$ cat src/sv/xlb_pkg.sv
package xlb_pkg;

	localparam int unsigned VEC_WIDTH_DEF = 31;
	localparam int unsigned VAL_W         = 31;
	localparam int unsigned RANK_W        = 5;

	localparam logic [1:0] REQ_INSERT = 2'd0;
	localparam logic [1:0] REQ_REDUCE = 2'd1;
	localparam logic [1:0] REQ_QUERY  = 2'd2;
	localparam logic [1:0] REQ_NOP    = 2'd3;

	typedef struct packed {
		logic [1:0]       req_type;
		logic [VAL_W-1:0] vector_value;
		logic             maximize;
	} req_t;

	typedef struct packed {
		logic [VAL_W-1:0]  query_result;
		logic              was_added;
		logic [RANK_W-1:0] basis_rank;
	} rsp_t;

	typedef struct packed {
		logic       load;
		logic       step;
		logic       commit;
		logic [1:0] op;
		logic       maximize;
	} cell_ctl_t;

	typedef enum logic [1:0] {
		ST_IDLE,
		ST_RUN,
		ST_DRAIN
	} ctl_state_t;

endpackage

$ cat src/sv/xlb_cell.sv
module xlb_cell #(
	parameter int unsigned VEC_WIDTH = xlb_pkg::VEC_WIDTH_DEF,
	parameter int unsigned IDX       = 0
) (
	input  logic                  clk,
	input  logic                  arst_n,
	input  xlb_pkg::cell_ctl_t    ctl,
	input  logic [VEC_WIDTH-1:0]  item_vec,
	input  logic [VEC_WIDTH-1:0]  in_vec,
	input  logic                  in_live,
	output logic [VEC_WIDTH-1:0]  vec,
	output logic                  live,
	output logic                  store
);
	import xlb_pkg::*;

	logic [VEC_WIDTH-1:0] slot_q;
	logic [VEC_WIDTH-1:0] c_vec_q;
	logic                 c_live_q;
	logic [VEC_WIDTH-1:0] nxt_vec;
	logic                 nxt_live;
	logic                 store_hit;
	logic                 hit;
	logic                 occ;

	assign hit = in_vec[IDX];
	assign occ = |slot_q;

	always_comb begin
		nxt_vec   = in_vec;
		nxt_live  = in_live;
		store_hit = 1'b0;
		unique case (ctl.op)
			REQ_INSERT: begin
				if (in_live && hit) begin
					if (!occ) begin
						store_hit = 1'b1;
						nxt_live  = 1'b0;
					end else begin
						nxt_vec = in_vec ^ slot_q;
					end
				end
			end
			REQ_REDUCE: begin
				if (in_live && hit && occ) begin
					nxt_vec = in_vec ^ slot_q;
				end
			end
			REQ_QUERY: begin
				if (occ && (ctl.maximize ? !hit : hit)) begin
					nxt_vec = in_vec ^ slot_q;
				end
			end
			default: begin
				nxt_vec = in_vec;
			end
		endcase
	end

	assign store = ctl.step && store_hit;

	always_ff @(posedge clk or negedge arst_n) begin
		if (!arst_n) begin
			slot_q <= '0;
		end else if (store) begin
			slot_q <= in_vec;
		end else if (ctl.commit && ctl.op == REQ_REDUCE) begin
			slot_q <= c_vec_q;
		end
	end

	always_ff @(posedge clk or negedge arst_n) begin
		if (!arst_n) begin
			c_live_q <= 1'b0;
		end else if (ctl.load) begin
			c_live_q <= (ctl.op == REQ_REDUCE) || (IDX == 0);
		end else if (ctl.step) begin
			c_live_q <= nxt_live;
		end
	end

	always_ff @(posedge clk) begin
		if (ctl.load) begin
			if (ctl.op == REQ_REDUCE) begin
				c_vec_q <= slot_q;
			end else if (IDX == 0) begin
				c_vec_q <= item_vec;
			end else begin
				c_vec_q <= '0;
			end
		end else if (ctl.step) begin
			c_vec_q <= nxt_vec;
		end
	end

	assign vec  = c_vec_q;
	assign live = c_live_q;

endmodule

$ cat config.mk
export PLATFORM = sky130hd
export DESIGN_NAME = xlb_cell
export DESIGN_NICKNAME = d
export VERILOG_FILES = /design/src/sv/xlb_pkg.sv /design/src/sv/xlb_cell.sv
export SDC_FILE = /design/constraint.sdc
export NUM_CORES = 1
export LEC_CHECK = 0
export ABC_CLOCK_PERIOD_IN_PS = 1700
export BUFFER_PORTS_ARGS = -buffer_cell sky130_fd_sc_hd__buf_2
export CAP_MARGIN = 0
export CORE_ASPECT_RATIO = 0.8
export CORE_MARGIN = 5
export CORE_UTILIZATION = 54
export DETAILED_ROUTE_END_ITERATION = 10
export PLACE_DENSITY = 0.92
export SLEW_MARGIN = 20
export SYNTH_ARGS = -nofsm -noshare
export SYNTH_HDL_FRONTEND = slang
export SYNTH_SLANG_ARGS = --single-unit
$ cat constraint.sdc
create_clock -name clk -period 1.7 [get_ports clk]
set_input_delay 0.51 -clock clk [delete_from_list [all_inputs] [get_ports clk]]
set_output_delay 0.51 -clock clk [all_outputs]
set_load 0.02 [all_outputs]
### Word level (Yosys, flattened, before mapping)

Index checks and enable logic that the tools add are counted.
Widths: inputs -> output; s select.

* eq/ne operators: 2
* muxes and demuxes: 19
* bitwise operators: 1
* reductions and logical operators: 10

Operators by type and width (count)
* $mux 31: 9
* $pmux 31 s3: 1
* $reduce_or 31->1: 1
* $xor 31x31->31: 1
* $mux 1: 9
* $logic_and 1x1->1: 5
* $reduce_bool 2->1: 2
* $eq 2x1->1 const B: 1
* $eq 2x2->1 const B: 1
* $logic_not 2->1: 1
* $logic_not 1->1: 1

* register bits: 63
* input port bits: 71
* output and inout port bits: 33
* logic and storage cells: 35

### Logic depth before layout (Yosys ltp)

Gate-level depths: netlist (run 1).

* word-level depth: 7
* mapped depth: 7
* depth with buffers taken out: 5

### Least setup slack after synthesis (run 1)

No wires, ideal clock.

* path type: input to register
* from: input port ctl[5] (netlist name)
* to: register c_vec_q[0] (netlist: vec[0]) (enable)
* setup time: 0.374 ns
* arrival: 1.452 ns
* slack: -0.126 ns
* cell stages on the path: 3
* cell sequence: buf_2 > buf_1 > or2_2

* word-level cells in the longest chain between the ends: 1

Ends and longest elaborated chain
* start, declared: line xlb_cell.sv:7 `input xlb_pkg::cell_ctl_t ctl,`
* $reduce_bool 2->1 (no line)
* end signal, assigned: line xlb_cell.sv:85 `c_vec_q <= slot_q;`
* end signal, assigned: line xlb_cell.sv:87 `c_vec_q <= item_vec;`
* end signal, assigned: line xlb_cell.sv:92 `c_vec_q <= nxt_vec;`
* end, declared: line xlb_cell.sv:18 `logic [VEC_WIDTH-1:0] c_vec_q;`

Every way passes these cells.
A chain may end at the register's enable or synchronous reset.

### Worst setup path in the final report (run 1)

* from: register slot_q[26]
* to: output port store

* word-level cells in the longest chain between the ends: 5

Ends and longest elaborated chain
* start, declared: line xlb_cell.sv:17 `logic [VEC_WIDTH-1:0] slot_q;`
* start signal, assigned: line xlb_cell.sv:66 `slot_q <= in_vec;`
* start signal, assigned: line xlb_cell.sv:68 `slot_q <= c_vec_q;`
* $reduce_or 31->1: line xlb_cell.sv:27 `assign occ = |slot_q;`
* $mux 1: line xlb_cell.sv:36 `if (!occ) begin`
* $mux 1: line xlb_cell.sv:35 `if (in_live && hit) begin`
* $mux 1: line xlb_cell.sv:33 `unique case (ctl.op)`
* $logic_and 1x1->1: line xlb_cell.sv:60 `assign store = ctl.step && store_hit;`
* end, declared: line xlb_cell.sv:13 `output logic store`

Every way passes these cells.

==> results of run 1 <==
## how the worst max path moves through the flow
stage	from	end	cells past startpoint
global route	slot_q[26]$_DFFE_PN0P_	store	5
finish	slot_q[26]$_DFFE_PN0P_	store	5
CTS	slot_q[19]$_DFFE_PN0P_	store	6
floorplan	ctl[1]	vec[20]$_DFFE_PP_	7
global placement	slot_q[18]$_DFFE_PN0P_	store	6
detailed placement	ctl[2]	vec[18]$_DFFE_PP_	7
## power groups by stage
stage	clock network, W	registers, W	logic, W
after floorplan	0	0.00237	0.000666
after global placement	0	0.00216	0.00159
after detailed placement	0	0.00218	0.00170
after CTS	0.00118	0.00216	0.00173
after global routing	0.00126	0.00226	0.00196
final	0.00121	0.00224	0.00184
## metrics by stage
step           instance area [µm²]  std cells  hold WS [ps]  setup slack (ps)
4_1_cts                       5396        689         118.8            -523.1
3_5_place_dp                  5186        671         480.7            -269.4
6_report                      5513        692         105.7            -600.2
2_1_floorplan                 4177        436         214.4            -43.43
3_3_place_gp                  5186        671         477.2            -247.0
5_1_grt                       5513        692         128.7            -640.7
## placed cells by master (no fill, tap or decap), types with 2 or more instances in the layout
master and count:
o31a_1 27, and4_1 2, nand2_1 6, nor4_1 17
nor2_1 3, o31ai_2 2, and3b_1 3, nor4_2 16
inv_1 30, clkbuf_1 3, edfxtp_1 31, a31oi_1 27
xnor2_1 2, buf_12 7, o211ai_1 27, buf_4 63
buf_2 101, nor3_1 27, nor4_4 2, and4bb_4 2
nand3_1 27, o21ai_1 14, o21ai_0 42, dfrtp_1 32
o21ai_2 2, mux2i_1 36, clkbuf_8 10, clkinv_2 2
buf_6 6
## cells in the mapped netlist (13+ instances only)
| cell | instances |
|---|---|
| edfxtp_1 | 31 |
| clkbuf_1 | 16 |
| nand3_1 | 28 |
| nor3_1 | 27 |
| inv_1 | 31 |
| o211ai_1 | 27 |
| dfrtp_1 | 32 |
| nor4_1 | 25 |
| o21ai_0 | 50 |
| a31oi_1 | 27 |
| buf_2 | 13 |
| o31a_1 | 27 |
| mux2i_1 | 36 |
## final cells by class
type,instances,area (µm²)
clock buffers,13,148.9
inverters,31,116.4
flip-flops and latches,63,1732
well taps,105,131.4
clock inverters,3,18.77
multi-input cells,300,2180
fillers,489,1949
repair buffers,177,1186
## logic make-up (layout without fill, tap and decap cells)
logic type / count (synthesis) / after routing / synth area share, %
AOI/OAI and AO/OA: 149 / 149 / 23.58
xor gates and xnor gates: 2 / 2 / 0.4211
buffers and inverters: 73 / 224 / 8.361
DFF: 63 / 63 / 41.62
muxes: 36 / 36 / 8.662
and+or+nand+nor: 113 / 113 / 17.35
## registers in the layout, indices dropped and copies added (netlist names)
name / count
slot_q: 31
vec: 31
live: 1
## timing repair
action,CTS,global route
buffers inserted,2,5
setup endpoints to repair,30,35
gates resized for setup,8,23
pin swaps,1,6
## per-layer routing
metal | part of all wire, % | vias to the layer above | wire length [µm]
li1 | - | 1994 | -
met1 | 34 | 2141 | 5539
met2 | 44 | 493 | 6996
met3 | 15 | 143 | 2459
met4 | 6.6 | 0 | 1062
met5 | 0 | - | 0
==> results_dict.tcl, run 1 <==
set metrics [dict create \
    status "finished, violations left" \
    violations "negative setup slack" \
    yosys.area.top_type_share_pct 22.38 \
    htreeDepth 3 \
    fp.dieH_um 88.51 \
    max_freq_mhz 434.7 \
    cts_tree "yes" \
    crit-reg2reg-launch "slot_q[26]$_DFFE_PN0P_" \
    ios 104 \
    die_w_um 108.1 \
    p_sw_w 0.001931 \
    ys.flop_type "dfrtp_1" \
    grt_remaining_overflow 0 \
    critPathLaunchType "flip-flop" \
    drc_errors 0 \
    crit_fanout 2 \
    period_needed_ps 2300 \
    clock_power_share_pct 22.8 \
    final_util_pct 73.88 \
    area_growth_pct 32.51 \
    ys_warn_count 0 \
    hold_viol_final 0 \
    met2_usage_pct 50.96 \
    rows 28 \
    p_per_area_mw_per_mm2 960.6 \
    synth_area_leaders "edfxtp_1 (22%), dfrtp_1 (19%), mux2i_1 (8.7%), o21ai_0 (6.0%), o31a_1 (5.7%)" \
    grtUsageMet1_pct 40.28 \
    mappedNetlistNets 507 \
    p_int_w 0.003364 \
    io_buffer_count 103 \
    grt_pass1_vias 4702 \
    ir_drop_v 0.0006885 \
    setup-violations-final 32 \
    path_class "reg -> out" \
    grt_pass1_wl_um 24070 \
    setup_ws_ps -600.2 \
    synth-seq-area-share_pct 41.62 \
    postRouteAntennaNets 0 \
    total_power_w 0.005295 \
    rrSetupSlack_ps -490 \
    grt_setup_unrepaired "true" \
    cts-root-buf "clkbuf_8" \
    drt_wl_total_um 16060 \
    ys_types 40 \
    start_util_pct 55.75 \
    p_comb_share_pct 34.8 \
    post_drt_wl_per_cell_um 23.20 \
    seqPwrFrac_pct 42.4 \
    finClkSkew_ps 14.68 \
    synth_edf_count 31 \
    vias 4771 \
    synthArstFlopShare_pct 50.79 \
    maxCapViolCount 0 \
    maxSlewViolCount 0 \
    r2r_cells 12 \
    crit_required_ps 1190 \
    nets 653 \
    first_pass_iters 7 \
    cts-hold-fix-buffers 0 \
    gr-max-usage-layer "met2" \
    clock_latency_ps 360 \
    ys_ff_latch 63 \
    post-route-period-util_pct 135.3 \
    hold_class "in -> async" \
    cp_num_buf_inv 2 \
    numCtsBuffers 9 \
    netlist_instances 436 \
    grt_use_total_pct 32.52 \
    clock_sink_count 63 \
    r2r-end "slot_q[29]$_DFFE_PN0P_" \
    grt_max_degree 54 \
    end_kind "output port" \
    core_area_mm2 0.007462 \
    synth_area_mm2 0.004160 \
    slowest_stage "dfrtp_1" \
    drive_gt1_share_pct 37.31 \
    die-area_mm2 0.009570 \
    grt_antenna_before_repair 0 \
    crit_family "simple AND/OR/NAND/NOR gates" \
    sw_frac_of_total_pct 36.46 \
    place_congestion 0.8532 \
    viasPerCell 6.895 \
    p_leak_nw 2.478 \
    setup_tns_ps -3676 \
    tightest_slew_ps 513.5 \
    avgSynthCellArea_um2 9.542 \
    ctsLongestPathBuffers 2 \
    yosys.area.top_type "edfxtp_1" \
    dp_hpwl_um 9840 \
    cp.arrival_ps 1790 \
    met3_usage_pct 11.16 \
    cp_cell_sequence "nor4_2 -> and4_1 -> nand3_2 -> inv_2 -> buf_6" \
    drt_iter0_markers 712 \
    max_slew_margin_pct 65.76 \
    antenna_cells 0 \
    cts.clk_slew.worst_paths_ps 80 \
    cpPeakStageDelay_ps 440 \
]
(Power assumes the default switching activity.)
==> run 2, diff against run 1 <==
Settings changed: CORE_ASPECT_RATIO 0.8 to default, CORE_UTILIZATION 54 to 40, PLACE_DENSITY 0.92 to 0.68.
==> results_dict.tcl, run 2 (synthesis results as in run 1) <==
set metrics [dict create \
    tightest_slew_ps 567.8 \
    grt_pass1_wl_um 21510 \
    r2r-end "slot_q[20]$_DFFE_PN0P_" \
    maxSlewViolCount 0 \
    grt_antenna_before_repair 0 \
    max_slew_margin_pct 62.15 \
    setup-violations-final 10 \
    first_pass_iters 4 \
    drc_errors 0 \
    path_class "reg -> out" \
    htreeDepth 3 \
    hold_viol_final 0 \
    post-route-period-util_pct 130.1 \
    grt_pass1_vias 4296 \
    clock_sink_count 63 \
    dp_hpwl_um 9148 \
    post_drt_wl_per_cell_um 18.49 \
    ir_drop_v 0.0003454 \
    cp_num_buf_inv 3 \
    mostFrequentLayoutCells "buf_2 (101), buf_4 (63), o21ai_0 (42), mux2i_1 (36), dfrtp_1 (32)" \
    antenna_cells 0 \
    dp_cells 701 \
    p_leak_nw 2.424 \
    io_buffer_count 103 \
    hold_class "in -> async" \
    drt_wl_total_um 13250 \
    setup_tns_ps -595.6 \
    cpPeakStageDelay_ps 400 \
    place_congestion 0.8251 \
    status "finished, violations left" \
    critPathLaunchType "flip-flop" \
    rrSetupSlack_ps -20 \
    numCtsBuffers 9 \
    cts_tree "yes" \
    setup_ws_ps -512.0 \
    finClkSkew_ps 8.015 \
    cts.clk_slew.worst_paths_ps 80 \
    crit-reg2reg-launch "slot_q[25]$_DFFE_PN0P_" \
    end_kind "output port" \
    start_util_pct 40.66 \
    endpoint "store" \
    viasPerCell 5.820 \
    ios 104 \
    rows 37 \
    slowest_stage "dfrtp_1" \
    crit_fanout 2 \
    die_w_um 112.0 \
    instances_no_fill 717 \
    grt_remaining_overflow 0 \
    cts-root-buf "clkbuf_8" \
    vias 4173 \
    r2r_cells 6 \
    final_common_cell "buf_2" \
    postRouteAntennaNets 0 \
    grt_use_total_pct 21.18 \
    drt_iter0_markers 242 \
    ctsLongestPathBuffers 2 \
    drive_gt1_share_pct 35.46 \
    path_depth 6 \
    violations "negative setup slack" \
    crit_family "simple AND/OR/NAND/NOR gates" \
    crit_required_ps 1190 \
    grt_setup_unrepaired "true" \
    die-area_mm2 0.01254 \
    area_growth_pct 30.44 \
    fp.dieH_um 112.0 \
    grt_max_degree 66 \
    nets 647 \
    core_area_mm2 0.01023 \
    crit_start "slot_q[25]$_DFFE_PN0P_" \
    maxCapViolCount 0 \
    cp_cell_sequence "nor4_2 -> buf_4 -> and4_1 -> nand3_4 -> inv_2 -> buf_6" \
    cp.arrival_ps 1700 \
    clock_latency_ps 350 \
    period_needed_ps 2212 \
    p_per_area_mw_per_mm2 929.9 \
    max_freq_mhz 452.1 \
]
-- run 2: where the power goes --
| part | internal (W) | switching, W | total (W) |
|---|---|---|---|
| Clock | 0.000523 | 0.000626 | 0.00115 |
| Combinational | 0.000826 | 0.000879 | 0.00170 |
| Sequential | 0.00196 | 0.000233 | 0.00219 |
-- run 2: worst min-delay path by stage --
| stage | start | endpoint |
|---|---|---|
| 6_report | arst_n | slot_q[23]$_DFFE_PN0P_ |
| 5_1_grt | arst_n | slot_q[23]$_DFFE_PN0P_ |
| 4_1_cts | arst_n | slot_q[23]$_DFFE_PN0P_ |
| 3_5_place_dp | vec[1]$_DFFE_PP_ | slot_q[1]$_DFFE_PN0P_ |
| 3_3_place_gp | vec[0]$_DFFE_PP_ | slot_q[0]$_DFFE_PN0P_ |
| 2_1_floorplan | arst_n | live$_DFFE_PN0P_ |
-- run 2: what timing repair did --
| item | in CTS | in global routing |
|---|---|---|
| setup buffers | 1 | 0 |
| hold buffers | 0 | 0 |
| gates resized for setup | 12 | 7 |
| setup endpoints to repair | 30 | 33 |
| endpoints found under the hold margin | 0 | 0 |
| pin swaps | 3 | 2 |
-- run 2: layout make-up --
cell class	count	area (µm²)
repair buffers	171	1110
flip-flops and latches	63	1732
well taps	136	170.2
clock inverters	4	22.52
inverters	31	116.4
fillers	937	4805
multi-input cells	300	2141
clock buffers	12	135.1
-- run 2: routing by layer --
metal	GRT usage [%]	wire length (µm)
met5	0	0
met4	8.413	217
met3	5.272	925
met2	35.89	6516
met1	25.88	5594
-- run 2: per-stage QoR --
stage	utilization (%)	power, W	area (µm²)	setup slack, ps	hold WS [ps]
floorplan	-	0.003038	4177	-43.43	214.4
global placement	50.87	0.003796	5205	-344.9	493.9
detailed placement	50.87	0.003849	5205	-274.3	487.3
CTS	52.89	0.005035	5411	-532.3	149.6
global route	53.04	0.005321	5426	-600.7	170.7
finish	53.04	0.005046	5426	-512.0	140.1
==> run 3, diff against run 2 <==
Settings changed: CORE_ASPECT_RATIO from default to 1.2.
==> results_dict.tcl, run 3 (synthesis results as in run 1) <==
set metrics [dict create \
    status "finished, violations left" \
    violations "negative setup slack" \
    clock_latency_ps 330 \
    core_area_mm2 0.01011 \
    drive_gt1_share_pct 34.60 \
    area_growth_pct 33.23 \
    instances_no_fill 704 \
    holdWs_ps 84.47 \
    cts.clk_slew.worst_paths_ps 50 \
    p_leak_nw 2.492 \
    grt_use_total_pct 20.49 \
    grt_pass1_vias 4154 \
    cp_cell_sequence "nor4_2 -> buf_4 -> and4_1 -> nand3_2 -> inv_2 -> buf_6" \
    p_per_area_mw_per_mm2 1007 \
    critPathLaunchType "flip-flop" \
    cpPeakStageDelay_ps 380 \
    path_class "reg -> out" \
    ctsLongestPathBuffers 2 \
    die_w_um 103.1 \
    drt_iter0_markers 267 \
    place_congestion 0.8568 \
    grt_antenna_before_repair 0 \
    cts-root-buf "clkbuf_16" \
    cp_num_buf_inv 3 \
    end_kind "output port" \
    grt_pass1_wl_um 20270 \
    period_needed_ps 2170 \
    numCtsBuffers 9 \
    dp_cells 687 \
    vias 4142 \
    max_slew_margin_pct 65.01 \
    antenna_cells 0 \
    io_buffer_count 103 \
    crit_fanout 2 \
    mostFrequentLayoutCells "buf_2 (101), buf_4 (54), o21ai_0 (44), mux2i_1 (36), dfrtp_1 (32)" \
    drc_errors 0 \
    maxSlewViolCount 0 \
    final_common_cell "buf_2" \
    dp_hpwl_um 9052 \
    postRouteAntennaNets 0 \
    hold_viol_final 0 \
    setup_ws_ps -469.5 \
    cp.arrival_ps 1660 \
    fp.dieH_um 121.7 \
    grt_max_degree 61 \
    finClkSkew_ps 6.306 \
    post-route-period-util_pct 127.6 \
    ir_drop_v 0.0005845 \
    rows 40 \
    slowest_stage "dfrtp_1" \
    post_drt_wl_per_cell_um 18.10 \
    crit_family "simple AND/OR/NAND/NOR gates" \
    cts_tree "yes" \
    hold_class "in -> async" \
    cts-hold-fix-buffers 0 \
    clock_sink_count 63 \
    grt_remaining_overflow 0 \
    max_freq_mhz 460.9 \
    ios 104 \
    grt_setup_unrepaired "true" \
    tightest_slew_ps 524.8 \
    viasPerCell 5.884 \
    nets 644 \
    die-area_mm2 0.01255 \
    setup-violations-final 3 \
    maxCapViolCount 0 \
    crit_required_ps 1190 \
    design_area_mm2 0.005543 \
    start_util_pct 41.15 \
    htreeDepth 3 \
    first_pass_iters 5 \
    drt_wl_total_um 12740 \
    place_area_mm2 0.005238 \
]
run 3: changes by cell type in the layout (fill, tap and decap cells not counted), moves of 2 or more:
cell       delta
buf_4         -9
nor4_4        -2
clkinv_2      -2
o21ai_0       +2
o21ai_1       -2
buf_12        +6
clkbuf_16     +9
nor4_1        +2
clkbuf_8      -7
run 3: final timing paths:
path,end,from,cells past startpoint,slack [ps]
worst max-delay path,store,slot_q[25]$_DFFE_PN0P_,6,-470
worst min-delay path,slot_q[1]$_DFFE_PN0P_,arst_n,1,80
worst max register to register,slot_q[2]$_DFFE_PN0P_,slot_q[25]$_DFFE_PN0P_,6,-10
worst min register to register,slot_q[16]$_DFFE_PN0P_,vec[16]$_DFFE_PP_,2,510
max in group asynchronous,slot_q[25]$_DFFE_PN0P_,arst_n,2,1190
min in group clk,slot_q[30]$_DFFE_PN0P_,in_vec[30],3,460
run 3: final cells by class:
type	instances	area, µm²
Fill cell	933	4567
Clock buffer	15	267.8
Tap cell	126	157.7
Sequential cell	63	1732
Multi-Input combinational cell	300	2102
Clock inverter	1	5.005
Inverter	31	116.4
Timing Repair Buffer	168	1162
run 3: through the flow:
stage	TNS (ps)	setup slack (ps)	util, %	power, W
final	-479.7	-469.5	54.83	0.005580
after global routing	-2416	-554.8	54.83	0.005865
after floorplan	-414.9	-43.43	-	0.003038
after global placement	-6265	-288.6	51.81	0.003793
after detailed placement	-7063	-275.8	51.81	0.003847
after CTS	-621.4	-500.5	54.81	0.005602
run 3: what timing repair did:
item | 4_1_cts | 5_1_grt
setup buffers | 1 | 0
pin swaps | 1 | 0
setup endpoints to repair | 30 | 31
resized for setup | 6 | 6
run 3: metal layers:
metal / vias to the layer above / track usage (%) / part of all wire [%]
met3: 29 / 3.608 / 5.9
met5: - / 0 / 0
li1: 1973 / - / -
met4: 0 / 10.04 / 3.2
met2: 143 / 33.83 / 49
met1: 1997 / 25.49 / 42
run 3: power by group:
part | internal [W] | switching, W | leakage [nW] | total [W]
clock network | 0.00107 | 0.000648 | 0.134 | 0.00171
logic | 0.000826 | 0.000874 | 1.66 | 0.00170
registers | 0.00196 | 0.000203 | 0.696 | 0.00217
