==> config.mk <==
export PLATFORM = sky130hd
export DESIGN_NAME = xlb_ctrl
export DESIGN_NICKNAME = d
export VERILOG_FILES = /design/src/sv/xlb_pkg.sv /design/src/sv/xlb_ctrl.sv
export SDC_FILE = /design/constraint.sdc
export NUM_CORES = 1
export LEC_CHECK = 0
export BUFFER_PORTS_ARGS = -buffer_cell sky130_fd_sc_hd__buf_2
export CAP_MARGIN = 20
export CORE_MARGIN = 2
export CORE_UTILIZATION = 36
export CTS_CLUSTER_DIAMETER = 150
export DETAILED_ROUTE_END_ITERATION = 7
export PLACE_DENSITY = 0.76
export SLEW_MARGIN = 30
export SYNTH_ARGS = -nofsm -noshare
export SYNTH_HDL_FRONTEND = slang
export SYNTH_SLANG_ARGS = --single-unit
==> constraint.sdc <==
create_clock -name clk -period 1.7 [get_ports clk]
set_input_delay 0.255 -clock clk [delete_from_list [all_inputs] [get_ports clk]]
set_output_delay 0.255 -clock clk [all_outputs]
set_load 0.1 [all_outputs]
==> src/sv/xlb_pkg.sv <==
package xlb_pkg;

	localparam int unsigned VEC_WIDTH_DEF = 31;
	localparam int unsigned VAL_W         = 31;
	localparam int unsigned RANK_W        = 5;

	localparam logic [1:0] REQ_INSERT = 2'd0;
	localparam logic [1:0] REQ_REDUCE = 2'd1;
	localparam logic [1:0] REQ_QUERY  = 2'd2;
	localparam logic [1:0] REQ_NOP    = 2'd3;

	typedef struct packed {
		logic [1:0]       req_type;
		logic [VAL_W-1:0] vector_value;
		logic             maximize;
	} req_t;

	typedef struct packed {
		logic [VAL_W-1:0]  query_result;
		logic              was_added;
		logic [RANK_W-1:0] basis_rank;
	} rsp_t;

	typedef struct packed {
		logic       load;
		logic       step;
		logic       commit;
		logic [1:0] op;
		logic       maximize;
	} cell_ctl_t;

	typedef enum logic [1:0] {
		ST_IDLE,
		ST_RUN,
		ST_DRAIN
	} ctl_state_t;

endpackage

==> src/sv/xlb_ctrl.sv <==
module xlb_ctrl #(
	parameter int unsigned VEC_WIDTH = xlb_pkg::VEC_WIDTH_DEF
) (
	input  logic               clk,
	input  logic               arst_n,
	input  logic               req_valid,
	input  xlb_pkg::req_t      req,
	output logic               req_stall,
	input  logic               rsp_free,
	output xlb_pkg::cell_ctl_t ctl
);
	import xlb_pkg::*;

	localparam int unsigned CW = $clog2(VEC_WIDTH + 1);

	ctl_state_t    state_q;
	ctl_state_t    state_nxt;
	logic [CW-1:0] cnt_q;
	logic [1:0]    op_q;
	logic          max_q;

	always_ff @(posedge clk or negedge arst_n) begin
		if (!arst_n) begin
			state_q <= ST_IDLE;
		end else begin
			state_q <= state_nxt;
		end
	end

	always_comb begin
		state_nxt    = state_q;
		req_stall    = 1'b1;
		ctl.load     = 1'b0;
		ctl.step     = 1'b0;
		ctl.commit   = 1'b0;
		ctl.op       = op_q;
		ctl.maximize = max_q;
		unique case (state_q)
			ST_IDLE: begin
				req_stall    = 1'b0;
				ctl.op       = req.req_type;
				ctl.maximize = req.maximize;
				if (req_valid) begin
					ctl.load  = 1'b1;
					state_nxt = ST_RUN;
				end
			end
			ST_RUN: begin
				ctl.step = 1'b1;
				if (cnt_q == CW'(VEC_WIDTH - 1)) begin
					state_nxt = ST_DRAIN;
				end
			end
			ST_DRAIN: begin
				if (rsp_free) begin
					ctl.commit = 1'b1;
					state_nxt  = ST_IDLE;
				end
			end
			default: begin
				state_nxt = ST_IDLE;
			end
		endcase
	end

	always_ff @(posedge clk or negedge arst_n) begin
		if (!arst_n) begin
			cnt_q <= '0;
			op_q  <= REQ_NOP;
			max_q <= 1'b0;
		end else if (ctl.load) begin
			cnt_q <= '0;
			op_q  <= req.req_type;
			max_q <= req.maximize;
		end else if (ctl.step) begin
			cnt_q <= cnt_q + CW'(1);
		end
	end

endmodule

Yosys cells after proc, flatten, opt, wreduce, memory -nomap -nowiden

Cells that the tools add are included.
Widths: inputs -> output; s select.

Register bits after elaboration: 10
Bits in latches: 0
Bits in writable memories: 0
Memory bits (read-only): 0
Bits of input ports: 38
Output and inout bits: 7
Logic and storage cells: 27
Memories kept: 0

Add/subtract/negate cells: 1
Multiply operators: 0
Div/mod/pow operators: 0
Order comparisons: 0
Equality and inequality tests: 6
Shift operators: 0
Muxes and demuxes: 13
Bitwise logic cells: 0
Reductions and logical operators: 3

Operators with widths:

| operator            | count |
|---|---|
| $mux 5              | 2 |
| $mux 1              | 6 |
| $mux 2              | 3 |
| $ne 2x2->1 const B  | 3 |
| $pmux 2 s3          | 1 |
| $add 5x1->5 const B | 1 |
| $eq 5x5->1 const B  | 1 |
| $mux 3              | 1 |
| $reduce_and 3->1    | 1 |
| $eq 2x1->1 const B  | 1 |
| $eq 2x2->1 const B  | 1 |
| $logic_not 2->1     | 1 |
| $reduce_bool 2->1   | 1 |

Depth between registers and ports, before layout

Gate-level depths: netlist (run 1).

Depth in word-level cells: 4
Gate-level depth with buffers: 4
Mapped depth without buffers: 4

Worst setup path before layout (run 1)

OpenSTA, ideal clock, no wires.

Kind: flip-flop to output port
Start: register state_q[0]
End: output ctl[5] (netlist name)
Arrival: 1.545 ns
Data required time: 1.445 ns
Path slack: -0.100 ns
Cell stages (with the launch flop): 4
Path buffers: 1
Cell sequence: dfrtp_1 > or3b_1 > buf_6 > inv_1

RTL lines:

| element                  | RTL line       | source |
|---|---|---|
| start: declaration       | xlb_ctrl.sv:16 | `ctl_state_t state_q;` |
| start signal: assignment | xlb_ctrl.sv:26 | `state_q <= state_nxt;` |
| end: declaration         | xlb_ctrl.sv:10 | `output xlb_pkg::cell_ctl_t ctl` |

==> impl_metrics.csv, run 1 <==
group,metric,value,unit
run_status,outcome,"finished clean",
final_layout,stdcell_area,737,µm²
routing,routed_wirelength,1100,µm
place,portBuffers,13,
power_and_ir_drop,total_power,1.56,mW
sta,fin_ws,0.0158,ns
worst_setup_path,arrival,1.43,ns
worst_setup_path,endpoint_kind,"primary output",
routing,wire_per_inst,13.4,µm
yosys,synth-seq-area-share,47.0,%
hold_path,worstHoldStart,"req[33]",
global_routing,grt_antenna_before_repair,0,
routing,drc,0,
final_layout,num-nets-final,108,
global_routing,grt_pass1_wl,1680,µm
yosys,syn_inst,47,
worst_setup_path,cp_max_fo,6,
worst_setup_path,cp_data_required_time,1.44,ns
worst_setup_path,reg2reg_to,"max_q",
worst_setup_path,crit_family,"flip-flops",
final_layout,final_common_cell,"buf_2",
yosys,ys_top_cells_by_area,"dfrtp_1 37%, dfstp_2 9.8%, mux2_4 8.4%",
sta,hold_viol_final,0,
clocking,cts_root_buffer,"clkbuf_4",
power_and_ir_drop,netSwitchingFraction,50.8,%
final_layout,seq_area,255,µm²
yosys,synth_area,538,µm²
worst_setup_path,cp_slowest_cell,"dfrtp_2",
yosys,syn_area_per_cell,11.4,µm²
global_routing,track_usage,12.5,%
final_layout,drive_above_1_share,50.7,%
power_and_ir_drop,p_leak,0.346,nW
worst_setup_path,cp.buffers_inverters,2,
floorplan,die_y,42.7,µm
sta,fin_crit,1.68,ns
worst_setup_path,crit_chain,"or3b_4 -> clkinvlp_4 -> buf_12",
sta,setup_viol,0,
place,finalWeightedCongestion,0.758,
routing,first_pass_iters,4,
clocking,clkTransAtPathRegs,0.06,ns
clocking,cts_buffers,3,
power_and_ir_drop,powerDensity,2110,nW/µm²
sta,fin_hold_ws,0.239,ns
sta,fin_crit_sh,99.1,%
worst_setup_path,startpoint_type,"flip-flop",
floorplan,io_pins,45,
floorplan,rows,13,
global_routing,grt_overflow,0,
power_and_ir_drop,peakVddDrop,1.01,mV
sta,rsz0062_at_grt,"yes",
worst_setup_path,rrSetupSlack,0.26,ns
final_layout,finalCoreUtilization,54.6,%
global_routing,grt_pass1_vias,393,
flow_run,maxCapViolations,0,
power_and_ir_drop,comb_power_share,60.1,%
clocking,clk-insertion-delay-late,0.26,ns
hold_path,hold_path_class,"primary input to flip-flop",
clocking,ctsHtreeMaxLevel,1,
worst_setup_path,cpPeakStageDelay,0.45,ns
global_routing,grt_max_degree,11,
sta,maxSlewViolCount,0,
power_and_ir_drop,power.internal,0.765,mW
worst_setup_path,crit-reg2reg-launch,"state_q[1]",
place,dpl.hpwl,770,µm
worst_setup_path,r2r_cells,3,
final_layout,multiInputGateArea,262,µm²
floorplan,coreArea,1350,µm²
yosys,syn-num-nets,87,
sta,relSlewSlack,67.7,%
yosys,ys_types,24,
final_layout,most-common-layout-cells,"7 x buf_2, 6 x dfrtp_1, 5 x buf_4, 4 x nand3_1",
hold_path,min_to,"op_q[1]",
final_layout,fillers,121,
floorplan,die_w,42.7,µm
clocking,cts_sinks,10,
place,preCtsSetupSlack,0.106,ns
final_layout,area_growth,37.0,%
yosys,ys_ff_latch,10,
hold_path,holdPathStages,2,
clocking,cts_tree,"yes",
routing,postRouteAntennaNets,0,
sta,fmax,594,MHz
floorplan,design.die.area,1820,µm²
yosys,yosys.area.top_type,"dfrtp_1",
routing,viasPerCell,5.12,
sta,worst_pin_slew,0.488,ns
power_and_ir_drop,p_seq_share,28.7,%
routing,drt_iter0_drc,9,
yosys,yosys_warnings,0,
final_layout,diodes,0,
power_and_ir_drop,clock_power_share,11.2,%
power_and_ir_drop,switching_power,0.790,mW
routing,routed-via-count,420,
place,place_area,652,µm²
worst_setup_path,critPathKind,"flip-flop to primary output",
clocking,cts_buffer_depth,2,
sta,clock_skew,0.00535,ns
floorplan,start_util,39.9,%
yosys,synthDominantCellAreaShare,37.2,%
what timing repair did:
item / CTS / global route
setup endpoints to repair: 5 / 5
hold endpoints to repair: 8 / 0
hold buffers: 1 / 0
pin swaps: 0 / 2
gates resized for setup: 5 / 7
setup buffers: 0 / 2
power groups by stage:
stage / logic [mW] / clock network (mW) / registers (mW)
floorplan: 0.721 / 0 / 0.424
global placement: 0.847 / 0 / 0.439
detailed placement: 0.855 / 0 / 0.446
CTS: 0.894 / 0.177 / 0.442
global route: 0.980 / 0.192 / 0.461
finish: 0.934 / 0.174 / 0.447
how the worst max path moves through the flow:
stage,endpoint,slack [ns],cells past startpoint,start
floorplan,ctl[5],0.17,3,state_q[0]
global placement,ctl[0],0.11,3,state_q[0]
detailed placement,ctl[0],0.11,3,state_q[0]
CTS,ctl[5],-0.06,3,state_q[0]
global route,ctl[5],-0.02,3,state_q[1]
finish,ctl[5],0.02,3,state_q[1]
cell type report:
type	instances	share of cell area [%]
Multi-Input combinational cell	31	35.5
Clock buffer	4	3.57
Sequential cell	10	34.6
Timing Repair Buffer	18	21.2
Tap cell	15	2.55
Inverter	4	2.55
cell usage after synthesis, drive strengths merged:
master  number
or2b         1
buf          2
nand2        2
nor3b        1
o21bai       1
a21o         1
o31ai        1
o311ai       1
nand3b       1
dfrtp        8
or3b         1
nor2         2
nand3        4
and4         1
and3b        1
o211ai       1
o21ai        3
xor2         1
dfstp        2
mux2         6
ha           2
inv          4
metal layers:
metal | global-route usage (%) | up-vias | routed length (µm)
met2 | 18.8 | 9 | 549
met4 | 7.50 | 0 | 16
li1 | - | 208 | -
met3 | 3.83 | 2 | 36
met1 | 15.4 | 201 | 496
met5 | 0 | - | 0
cell families (layout without fill, tap and decap cells):
family	count (synthesis)	after routing	share of synthesized area [%]
AND/OR/NAND/NOR	14	14	15.8
flip-flops	10	10	47.0
AO/OA/AOI/OAI	8	8	10.0
multiplexers	6	6	14.7
buffers and inverters	6	26	6.28
adder cells (fa/ha/maj)	2	2	4.65
XOR/XNOR	1	1	1.63
sequential cells by signal, summed over array words and instances (netlist names):
signal   flops
cnt_q        5
max_q        1
op_q         2
state_q      2
worst register-to-register path, delay by kind of cell, from the launching register on:
kind                   cells  cell delay [ns]
multiplexers               1             0.28
AND/OR/NAND/NOR            1             0.44
buffers and inverters      1             0.15
flip-flops                 1             0.45
through the flow:
stage	cells	TNS, ns
6_report	82	0
5_1_grt	82	-0.0668
4_1_cts	80	-0.228
3_5_place_dp	75	0
3_3_place_gp	75	0
2_1_floorplan	47	0
No activity file was read; power rests on OpenSTA's default activity.
==> inputs of run 2 (changes only) <==
Settings changed: CORE_UTILIZATION 36 to 39, HOLD_SLACK_MARGIN set to 0.03, PLACE_DENSITY 0.76 to 0.81.
Clock period 1.7 ns to 1.95 ns, I/O delays scaled along.
==> run 2 against run 1 <==
  * Die area fell by 7.0%
  * Clock power rose by 3%
  * Utilization fell by 2.0 points
  * Highest routed layer is now met3
==> impl_metrics.csv, run 2 (synthesis gave the netlist of run 1 again) <==
group,metric,value,unit
clocking,ctsHtreeMaxLevel,1,
sta,maxSlewViolCount,0,
floorplan,design.die.area,1690,µm²
hold_path,min_to,"max_q",
global_routing,track_usage,13.4,%
worst_setup_path,rrSetupSlack,0.44,ns
worst_setup_path,startpoint_type,"flip-flop",
floorplan,io_pins,45,
sta,fin_crit_sh,95.3,%
run_status,outcome,"finished clean",
routing,routed_wirelength,912,µm
routing,routed-via-count,396,
place,placed_cells,74,
final_layout,top_register,"cnt_q",
clocking,cts_root_buffer,"clkbuf_4",
hold_path,worstHoldStart,"req[0]",
power_and_ir_drop,clock_power_share,13.8,%
final_layout,drive_above_1_share,43.8,%
sta,setup_viol,0,
final_layout,num-nets-final,105,
worst_setup_path,endpoint_kind,"primary output",
worst_setup_path,cpPeakStageDelay,0.48,ns
global_routing,grt.busiest_layer,"met2",
clocking,cts_buffers,3,
power_and_ir_drop,comb_power_share,56.0,%
hold_path,holdPathStages,2,
power_and_ir_drop,p_seq_share,30.1,%
worst_setup_path,reg2reg_to,"max_q",
floorplan,rows,13,
worst_setup_path,critPathKind,"flip-flop to primary output",
sta,fin_hold_ws,0.277,ns
final_layout,diodes,0,
global_routing,grt_overflow,0,
routing,postRouteAntennaNets,0,
place,portBuffers,13,
sta,rsz0062_at_grt,"no",
floorplan,die_y,41.1,µm
routing,first_pass_iters,4,
final_layout,fin_cells,79,
place,finalWeightedCongestion,0.841,
routing,wire_per_inst,11.5,µm
sta,fin_setup_tns,0,ns
worst_setup_path,r2r_cells,3,
clocking,cts_sinks,10,
sta,fmax,538,MHz
power_and_ir_drop,powerDensity,1890,nW/µm²
sta,fin_crit,1.86,ns
power_and_ir_drop,peakVddDrop,0.815,mV
global_routing,met1_usage,18.2,%
global_routing,grt_max_degree,11,
worst_setup_path,cp_slowest_cell,"dfrtp_1",
sta,worst_pin_slew,0.483,ns
power_and_ir_drop,power.internal,0.632,mW
worst_setup_path,crit-reg2reg-launch,"state_q[0]",
power_and_ir_drop,switching_power,0.662,mW
clocking,clkTransAtPathRegs,0.06,ns
power_and_ir_drop,netSwitchingFraction,51.2,%
sta,fin_ws,0.0917,ns
final_layout,final_common_cell,"buf_2",
clocking,clk-insertion-delay-late,0.26,ns
final_layout,reg.largest.list,"cnt_q: 5 flops, op_q: 2 flops, state_q: 2 flops",
flow_run,maxCapViolations,0,
worst_setup_path,arrival,1.57,ns
sta,clock_skew,0.00178,ns
global_routing,use_met2,19.5,%
floorplan,coreArea,1300,µm²
global_routing,grt_util_met3,4.89,%
worst_setup_path,cp_data_required_time,1.66,ns
final_layout,most-common-layout-cells,"10 x buf_2, 8 x dfrtp_1, 5 x clkbuf_4, 4 x inv_1, 4 x nand3_1",
place,dpl.hpwl,699,µm
floorplan,die_w,41.1,µm
clocking,postCtsSetupBuffers,0,
final_layout,area_growth,27.2,%
sta,hold_viol_final,0,
final_layout,finalCoreUtilization,52.6,%
routing,drc,0,
worst_setup_path,crit_chain,"nor2_4 -> mux2_2 -> buf_2",
power_and_ir_drop,p_leak,0.336,nW
clocking,cts_buffer_depth,2,
global_routing,grt_antenna_before_repair,0,
floorplan,start_util,41.3,%
sta,relSlewSlack,68.0,%
global_routing,grt_pass1_wl,1450,µm
hold_path,hold_path_class,"primary input to flip-flop",
worst_setup_path,cp_max_fo,8,
clocking,cts_tree,"yes",
final_layout,largest_reg_flops,5,
global_routing,grt_pass1_vias,340,
routing,drt_iter0_drc,9,
routing,viasPerCell,5.01,
place,preCtsSetupSlack,0.227,ns
[run 2: cell count changes in the layout (fill, tap and decap cells not counted), moves of 2 or more]
cell,previous run,this run
clkbuf_4,3,5
buf_4,5,1
buf_2,7,10
dfrtp_2,2,0
buf_6,3,0
dfrtp_1,6,8
[run 2: worst max-delay path by stage]
stage / from / to / slack [ns] / cells past startpoint
finish: state_q[0] / ctl[1] / 0.09 / 3
floorplan: state_q[0] / ctl[5] / 0.11 / 3
global placement: state_q[0] / ctl[0] / 0.26 / 3
detailed placement: state_q[0] / ctl[1] / 0.23 / 3
global route: state_q[0] / ctl[4] / 0.02 / 3
CTS: state_q[0] / ctl[1] / 0.01 / 3
[run 2: area by class of cell]
type                            instances  area, µm²
Fill cell                             127        617
Multi-Input combinational cell         31        259
Sequential cell                        10        253
Timing Repair Buffer                   15        103
Clock buffer                            4       36.3
Tap cell                               15       18.8
Inverter                                4       15.0
[run 2: worst max-delay path: cells and delay by family, from the launching register on]
kind                   cells  cell delay (ns)
buffers and inverters      1             0.29
DFF                        1             0.48
muxes                      1             0.35
and+or+nand+nor            1             0.19
[run 2: timing repair]
item,4_1_cts,5_1_grt
hold endpoints to repair,8,0
resized for setup,1,3
hold buffers,1,0
gates cloned,0,0
setup endpoints to repair,3,4
[run 2: power groups by stage]
stage,sequential [mW],clock (mW),combinational (mW)
CTS,0.386,0.189,0.720
detailed placement,0.389,0,0.714
finish,0.390,0.179,0.725
global placement,0.383,0,0.704
floorplan,0.370,0,0.626
global route,0.403,0.203,0.779
[run 2: metrics by stage]
| step | cell area [µm²] | total power, mW |
|---|---|---|
| floorplan | 538 | 0.996 |
| global placement | 626 | 1.09 |
| detailed placement | 626 | 1.10 |
| CTS | 674 | 1.30 |
| global route | 684 | 1.39 |
| finish | 684 | 1.29 |
[run 2: layer usage]
layer	vias up	share of wire [%]
met5	-	0
met4	0	0
met3	0	4.8
met2	11	48
met1	184	47
li1	201	-
==> inputs of run 3 (changes only) <==
Settings changed: ABC_AREA set to 1, CORE_UTILIZATION 39 to 40, PLACE_DENSITY 0.81 to 0.82.
==> run 3 against run 2 <==
  * Clock power up 5%
  * Global-route usage up 2.4 points
  * Die area up 2.1%
  * Wire length up 25%
  * Register-to-register slack better by 0.39 ns
  * Fmax up 3.2%
  * Combinational power up 64%
  * Area after synthesis up 4.9%
  * Flip-flop and latch count unchanged
  * Critical path type unchanged
  * Critical endpoint is now req_stall
  * Largest power group unchanged
  * Highest routed layer is now met4
==> impl_metrics.csv, run 3 <==
group,metric,value,unit
run_status,outcome,"finished clean",
place,finalWeightedCongestion,0.747,
worst_setup_path,r2r_cells,5,
clocking,cts_sinks,10,
final_layout,fillers,108,
yosys,ys_top_cells_by_area,"dfrtp_1 35%, nand2_1 11%, dfstp_2 9.3%",
yosys,synth_top_family_by_area,"simple AND/OR/NAND/NOR gates",
yosys,synthArstFlopShare,100,%
clocking,cts_buffers,3,
worst_setup_path,cp_data_required_time,1.66,ns
worst_setup_path,arrival,1.51,ns
yosys,syn_area_per_cell,7.84,µm²
sta,relSlewSlack,67.8,%
place,dpl.hpwl,847,µm
place,placed_cells,99,
final_layout,num-nets-final,130,
sta,rsz0062_at_grt,"no",
final_layout,finalCoreUtilization,58.7,%
floorplan,die_y,41.6,µm
yosys,yosysMostFrequentCell,"nand2_1",
worst_setup_path,endpoint_kind,"primary output",
floorplan,io_pins,45,
yosys,synth-seq-area-share,44.8,%
final_layout,diodes,0,
worst_setup_path,cp_max_fo,7,
final_layout,most-common-layout-cells,"16 x nand2_1, 12 x inv_1, 10 x buf_2, 8 x dfrtp_1, 6 x o21ai_0",
floorplan,start_util,42.8,%
place,portBuffers,13,
worst_setup_path,crit_end,"req_stall",
global_routing,track_usage,15.9,%
power_and_ir_drop,peakVddDrop,0.892,mV
sta,maxSlewViolCount,0,
sta,fmax,556,MHz
yosys,yosys-mux-area-fraction,0,%
sta,hold_viol_final,0,
yosys,synth_flop_cell,"dfrtp_1",
clocking,postCtsSetupBuffers,0,
routing,postRouteAntennaNets,0,
floorplan,die_w,41.6,µm
final_layout,reg.largest.list,"cnt_q: 5 flops, op_q: 2 flops, state_q: 2 flops",
global_routing,grt_overflow,0,
sta,worst_pin_slew,0.486,ns
worst_setup_path,critPathKind,"flip-flop to primary output",
final_layout,area_growth,37.0,%
global_routing,grt_max_degree,11,
yosys,netlist_top_cells_count,"17 x nand2_1, 12 x inv_1, 9 x o21ai_0",
power_and_ir_drop,powerDensity,2280,nW/µm²
global_routing,grt_antenna_before_repair,0,
clocking,clkTransAtPathRegs,0.06,ns
final_layout,top_register,"cnt_q",
clocking,cts_buffer_depth,2,
yosys,synth_edf_count,0,
yosys,syn-num-nets,112,
clocking,cts_root_buffer,"clkbuf_4",
yosys,synthXorXnorAreaFrac,0,%
routing,drc,0,
flow_run,maxCapViolations,0,
yosys,synth-compound-area-share,12.6,%
routing,routed_wirelength,1140,µm
final_layout,largest_reg_flops,5,
power_and_ir_drop,p_leak,0.409,nW
yosys,synthSimpleGateAreaFrac,26.8,%
global_routing,grt_pass1_wl,2010,µm
final_layout,drive_above_1_share,34.8,%
yosys,yosys.area.top_type,"dfrtp_1",
routing,first_pass_iters,4,
routing,routed-via-count,498,
worst_setup_path,startpoint,"state_q[1]",
yosys,yosys_warnings,0,
yosys,ys_types,18,
global_routing,grt_pass1_vias,458,
sta,fin_hold_ws,0.315,ns
routing,viasPerCell,4.79,
floorplan,coreArea,1320,µm²
yosys,syn_inst,72,
final_layout,fin_cells,104,
sta,setup_viol,0,
worst_setup_path,startpoint_type,"flip-flop",
worst_setup_path,reg2reg_to,"cnt_q[2]",
yosys,ys_ff_latch,10,
floorplan,rows,13,
floorplan,design.die.area,1730,µm²
hold_path,hold_path_class,"primary input to flip-flop",
sta,fin_crit,1.80,ns
routing,wire_per_inst,10.9,µm
sta,fin_crit_sh,92.3,%
routing,drt_iter0_drc,6,
worst_setup_path,rrSetupSlack,0.83,ns
yosys,synth_area,564,µm²
clocking,clk-insertion-delay-late,0.27,ns
final_layout,final_common_cell,"nand2_1",
clocking,ctsHtreeMaxLevel,1,
yosys,synthDominantCellAreaShare,35.5,%
clocking,cts_tree,"yes",
yosys,synth_fa_ha_area_share,4.43,%
power_and_ir_drop,total_power,1.76,mW
sta,clock_skew,0.00247,ns
worst_setup_path,crit-reg2reg-launch,"cnt_q[1]",
-- run 3: changes by cell type after synthesis, sizes merged, moves of 3 or more --
cell / previous run / this run
nand2: 2 / 19
nor2: 2 / 5
inv: 4 / 15
o21ai: 3 / 10
mux2: 6 / 0
-- run 3: worst min path at each step --
stage / endpoint / from / depth (start not counted)
floorplan: cnt_q[0] / arst_n / 0
global placement: cnt_q[0] / arst_n / 1
detailed placement: cnt_q[3] / arst_n / 1
CTS: op_q[0] / req[32] / 3
global route: op_q[0] / req[32] / 3
finish: op_q[0] / req[32] / 3
-- run 3: worst max-delay path, stage by stage (launching register included) --
cell and delay (ns):
dfrtp_1 0.43, inv_1 0.10, nand2_2 0.22, buf_2 0.48
-- run 3: where the power goes --
group,total [mW],internal [mW],switching (mW)
Sequential,0.390,0.314,0.0756
Combinational,1.19,0.357,0.830
Clock,0.188,0.114,0.0741
-- run 3: metal layers --
metal / GRT usage [%] / vias to the layer above / wire length, µm
met2: 25.3 / 11 / 566
li1: - / 259 / -
met1: 18.3 / 224 / 488
met4: 11.6 / 0 / 46
met5: 0 / - / 0
met3: 3.91 / 4 / 34
-- run 3: cells by family after synthesis --
kind of cell,count (synthesis)
flops,10
simple gates,31
buf+inv,16
compound gates,13
fa+ha+maj,2
-- run 3: what timing repair did --
action / in CTS / in global routing
hold buffers: 1 / 0
gates resized for setup: 0 / 0
endpoints found under the hold margin: 8 / 0
-- run 3: final cells by class --
cell class	count	area (µm²)	area share, %
Multi-Input combinational cell	46	289	37.4
Inverter	15	56.3	7.28
Tap cell	15	18.8	2.43
Timing Repair Buffer	14	120	15.5
Sequential cell	10	253	32.7
Clock buffer	4	36.3	4.69
-- run 3: through the flow --
stage                     setup TNS, ns  worst slack, ns  area (µm²)
after detailed placement              0            0.444         727
final                                 0            0.150         773
after global routing                  0           0.0576         773
after CTS                             0            0.143         773
after global placement                0            0.464         727
after floorplan                 -0.0973          -0.0551         606
